## config.mk

```make
export PLATFORM = sky130hd
export DESIGN_NAME = mcr_div
export DESIGN_NICKNAME = d
export VERILOG_FILES = /design/src/hdl/mcr_pkg.sv /design/src/hdl/mcr_div.sv
export SDC_FILE = /design/constraint.sdc
export NUM_CORES = 2
export LEC_CHECK = 0
export BUFFER_PORTS_ARGS = -buffer_cell sky130_fd_sc_hd__buf_2
export CORE_MARGIN = 2
export CORE_UTILIZATION = 40
export DETAILED_ROUTE_END_ITERATION = 8
export GPL_ROUTABILITY_DRIVEN = 0
export RECOVER_POWER = 25
export SKIP_CTS_REPAIR_TIMING = 1
export SLEW_MARGIN = 15
export SYNTH_ARGS = -nofsm -noshare
export SYNTH_HDL_FRONTEND = slang
export SYNTH_SLANG_ARGS = --single-unit
```

## constraint.sdc

```tcl
create_clock -name clk -period 4.7 [get_ports clk]
set_clock_uncertainty 0.2 [all_clocks]
set_input_delay 0.47 -clock clk [delete_from_list [all_inputs] [get_ports clk]]
set_output_delay 0.47 -clock clk [all_outputs]
set_load 0.1 [all_outputs]
```

## src/hdl/mcr_pkg.sv

```systemverilog
// Shared constants, stage records and the root table function of the compander.
// Depends on nothing; the top level, log, exp and divider files refer to it by scoped names.
package mcr_pkg;

  localparam int LOG_FRAC   = 28;
  localparam int MANT_FRAC  = 30;
  localparam int LOG_STAGES = 28;
  localparam int EXP_STAGES = 28;
  localparam int DIV_BITS   = 16;

  localparam logic [15:0] MU_RESET      = 16'hFF00;
  localparam logic        KIND_COMPRESS = 1'b0;
  localparam logic        KIND_EXPAND   = 1'b1;

  typedef struct packed {
    logic [30:0] m_num;
    logic [30:0] m_den;
    logic [27:0] fr_num;
    logic [27:0] fr_den;
    logic [3:0]  int_num;
    logic [3:0]  int_den;
    logic        kind;
    logic        neg;
    logic [15:0] mag;
  } log_stage_t;

  typedef struct packed {
    logic [31:0] p;
    logic [27:0] f;
    logic [3:0]  k;
    logic        kind;
    logic        neg;
    logic [47:0] dc;
    logic [31:0] den;
  } exp_stage_t;

  typedef struct packed {
    logic [47:0] dvd;
    logic [31:0] dvs;
    logic        neg;
  } div_in_t;

  typedef struct packed {
    logic [31:0] rem;
    logic [15:0] low;
    logic [15:0] q;
    logic [31:0] dvs;
    logic        ovf;
    logic        neg;
  } div_stage_t;

  // Root 2^(2^-idx) in Q2.30, built by repeated truncated square roots of 2.0.
  function automatic logic [31:0] exp_root(input int unsigned idx);
    logic [63:0] r;
    logic [63:0] v;
    logic [63:0] res;
    logic [63:0] bw;
    r = 64'd2 << 30;
    for (int unsigned i = 1; i <= idx; i++) begin
      v   = r << 30;
      res = 64'd0;
      bw  = 64'd1 << 62;
      for (int j = 0; j < 32; j++) begin
        if (v >= res + bw) begin
          v   = v - (res + bw);
          res = (res >> 1) + bw;
        end else begin
          res = res >> 1;
        end
        bw = bw >> 2;
      end
      r = res;
    end
    return r[31:0];
  endfunction

endpackage

```

## src/hdl/mcr_div.sv

```systemverilog
// Restoring divider pipeline, one quotient bit per stage, with an overflow flag.
// Depends on mcr_pkg.
module mcr_div (
  input  logic                clk,
  input  logic                rst,
  input  logic                en,
  input  logic                in_valid,
  input  mcr_pkg::div_in_t    in_data,
  output logic                out_valid,
  output mcr_pkg::div_stage_t out_data
);

  mcr_pkg::div_stage_t st  [0:mcr_pkg::DIV_BITS];
  logic                vld [0:mcr_pkg::DIV_BITS];
  mcr_pkg::div_stage_t first;

  // The quotient overflows its sixteen bits when the upper dividend reaches the divisor.
  always_comb begin
    first.rem = in_data.dvd[47:16];
    first.low = in_data.dvd[15:0];
    first.q   = '0;
    first.dvs = in_data.dvs;
    first.ovf = (in_data.dvd[47:16] >= in_data.dvs);
    first.neg = in_data.neg;
  end

  always_ff @(posedge clk) begin
    if (rst) begin
      vld[0] <= 1'b0;
    end else if (en) begin
      vld[0] <= in_valid;
    end
  end

  always_ff @(posedge clk) begin
    if (en) begin
      st[0] <= first;
    end
  end

  for (genvar g = 0; g < mcr_pkg::DIV_BITS; g++) begin : g_bit
    logic [32:0]         t;
    logic [32:0]         diff;
    logic                ge;
    mcr_pkg::div_stage_t nxt;

    always_comb begin
      t    = {st[g].rem, st[g].low[15]};
      diff = t - {1'b0, st[g].dvs};
      ge   = (t >= {1'b0, st[g].dvs});
      nxt     = st[g];
      nxt.rem = ge ? diff[31:0] : t[31:0];
      nxt.low = {st[g].low[14:0], 1'b0};
      nxt.q   = {st[g].q[14:0], ge};
    end

    always_ff @(posedge clk) begin
      if (rst) begin
        vld[g+1] <= 1'b0;
      end else if (en) begin
        vld[g+1] <= vld[g];
      end
    end

    always_ff @(posedge clk) begin
      if (en) begin
        st[g+1] <= nxt;
      end
    end
  end

  assign out_valid = vld[mcr_pkg::DIV_BITS];
  assign out_data  = st[mcr_pkg::DIV_BITS];

endmodule

```

==> results.sh <==
export IMPL_status="finished clean"
export IMPL_area_growth_pct=13.2
export IMPL_regToRegEndpoint="st[0][362]"
export IMPL_min_path_type="in -> reg"
export IMPL_fill_cells=17100
export IMPL_cts_sinks=1411
export IMPL_placed_area_sq_um=80700
export IMPL_design_area_sq_um=86400
export IMPL_cp_common_cell="buf_4"
export IMPL_final_layout_size_suffix_gt1_frac=0.0953
export IMPL_required_ps=5040
export IMPL_grt_max_degree=152
export IMPL_yosys_area_top_type="edfxtp_1"
export IMPL_path_cells="inv_1, ha_1, nor2b_1, o211ai_1, o21ai_0, a21boi_0, a2111oi_1, buf_4, a2111oi_2, buf_4, a31oi_1, nand4_1, nand2_1, buf_4, mux2_2"
export IMPL_path_class="reg -> reg"
export IMPL_dp_hpwl_um=119000
export IMPL_synth_edf_count=1411
export IMPL_final_common_cell="edfxtp_1"
export IMPL_drcViolationCount=0
export IMPL_numCtsBuffers=162
export IMPL_fin_cells=9551
export IMPL_p_leak_uw=0.0350
export IMPL_timing_fmax_ghz=0.225
export IMPL_root_buffer="clkbuf_16"
export IMPL_vias_per_cell=5.25
export IMPL_netlist_instances=6559
export IMPL_ios=184
export IMPL_initial_core_util=0.402
export IMPL_post_route_period_util=0.944
export IMPL_setup_tns_ps=0
export IMPL_ys_top_cells_by_area="edfxtp_1, ha_1, inv_1"
export IMPL_clk_latency_ps=800
export IMPL_finalWirelength_um=162000
export IMPL_slew_violations=0
export IMPL_nets=7564
export IMPL_drtPass1Iterations=6
export IMPL_syn_area_per_cell_sq_um=11.6
export IMPL_rows=160
export IMPL_endpoint_kind="flip-flop"
export IMPL_postRouteAntennaNets=0
export IMPL_synth_main_ff_cell="edfxtp_1"
export IMPL_core_area_sq_um=190000
export IMPL_cts_buffer_depth=3
export IMPL_first_global_vias=50700
export IMPL_cts_tree="done"
export IMPL_period_needed_ps=4430
export IMPL_hold_viol=0
export IMPL_yosysWarnings=0
export IMPL_min_to="vld[16]"
export IMPL_ys_types=85
export IMPL_htreeDepth=4
export IMPL_die_h_um=441
export IMPL_grt_first_pass_wirelength_um=257000
export IMPL_antenna_found_initial=4
export IMPL_cpMaxStageDelayCell="a2111oi_1"
export IMPL_rsz0062_at_grt="false"
export IMPL_synth_top_area_frac=0.555
export IMPL_worstPathArrival_ps=4770
export IMPL_slowest_delay_ps=560
export IMPL_synth_seq_cells=1411
export IMPL_async_flop_share=0
export IMPL_peakVddDrop_mv=0.382
export IMPL_reg2reg_depth=15
export IMPL_relSlewSlack=0.300
export IMPL_final_cell_mix="edfxtp_1, inv_1, nand2_1"
export IMPL_num_vias=50100
export IMPL_grt_usage=0.164
export IMPL_die_w_um=441
export IMPL_worstHoldStart="rst"
export IMPL_drtIter0Drc=3259
export IMPL_seq_area_frac_synth=0.555
export IMPL_max_cap_violations=0
export IMPL_io_buffers=167
export IMPL_grt_overflow_total=0
export IMPL_cts_clk_slew_worst_paths_ps=60
export IMPL_dp_cells=9183
export IMPL_powerDensity_nw_per_um2=675
export IMPL_dieArea_sq_um=194000
export IMPL_tightest_slew_ps=1040
export IMPL_r2r_slack_ps=270
export IMPL_wire_per_inst_um=17.0
export IMPL_critPathMaxFanout=33
export IMPL_syn_cell_area_sq_um=76300
export IMPL_cp_start_kind="flip-flop"
export IMPL_r2r_start="st[0][199]"
export IMPL_setup_viol=0
export IMPL_min_path_cells=3
stage by stage:
| stage | setup slack, ps | utilization | hold slack, ps | power (uW) |
|---|---|---|---|---|
| after floorplan | 1050 | - | 200 | 39800 |
| after global placement | 172 | 0.425 | 202 | 45700 |
| after detailed placement | 208 | 0.425 | 205 | 46300 |
| after CTS | 203 | 0.451 | -435 | 58400 |
| after global routing | 47.1 | 0.455 | 85.8 | 62300 |
| final | 265 | 0.455 | 89.0 | 58300 |
sequential cells by signal, summed over array words and instances (netlist names):
| signal | cells |
|---|---|
| st | 1394 |
| vld | 17 |
area by class of cell:
class	instances	area [sq um]	share of cell area
antenna	1	2.50	0.0000290
clock buffer	205	4300	0.0498
clock inverter	79	596	0.00689
inverter	661	2480	0.0287
multi-input combinational	4335	30900	0.357
sequential	1411	42400	0.491
tap	2511	3140	0.0364
timing repair buffer	348	2630	0.0305
Yosys cell counts (all sizes together), types with 25 or more instances:
cell    count
o21a       62
mux2      204
xnor2     238
clkbuf    107
nand4      89
nor2      234
nand2b     66
inv       661
o31ai      46
nor2b      76
a21boi     25
and3       47
buf        60
edfxtp   1411
nand2     572
a211oi     44
o21ai     501
o21bai     58
nor3       68
xor2      192
a31oi      57
nand3      93
a21oi     461
a21o      266
and2       43
ha        544
critical path: cells and delay by family (launching register included):
family                     cells  cell delay (ps)
adders and majority gates      1              280
AOI/OAI and AO/OA              6             1710
DFF                            1              400
muxes                          1              380
and+or+nand+nor                3              390
buffers and inverters          4              800
power by group:
group,switching [uW],internal (uW)
Clock,4960,6770
Sequential,1580,18400
Combinational,15600,11000
Total,22100,36200
layer usage:
metal,GRT usage,share of wire,vias to the layer above
met5,0,0,-
met4,0.0984,0.060,0
met3,0.0255,0.033,506
met2,0.324,0.54,1215
met1,0.158,0.36,23600
li1,-,-,24800
worst max-delay path by stage:
stage | start | endpoint | depth (start not counted)
floorplan | st[0][101] | st[0][286] | 13
global placement | st[0][199] | st[0][364] | 15
detailed placement | st[0][199] | st[0][372] | 15
CTS | st[0][199] | st[0][381] | 15
global route | st[0][199] | st[0][378] | 15
finish | st[0][199] | st[0][362] | 15
kinds of logic (layout without fill, tap and decap cells):
group | Yosys count | count (layout) | synth area share
compound gates | 1713 | 1713 | 0.140
flops | 1411 | 1411 | 0.555
simple gates | 1397 | 1397 | 0.0868
other cells | 1 | 17 | 0.0000492
buf+inv | 828 | 1293 | 0.0424
xor+xnor | 430 | 430 | 0.0494
fa+ha+maj | 560 | 560 | 0.0934
mux | 219 | 219 | 0.0321
(Power assumes the default switching activity.)
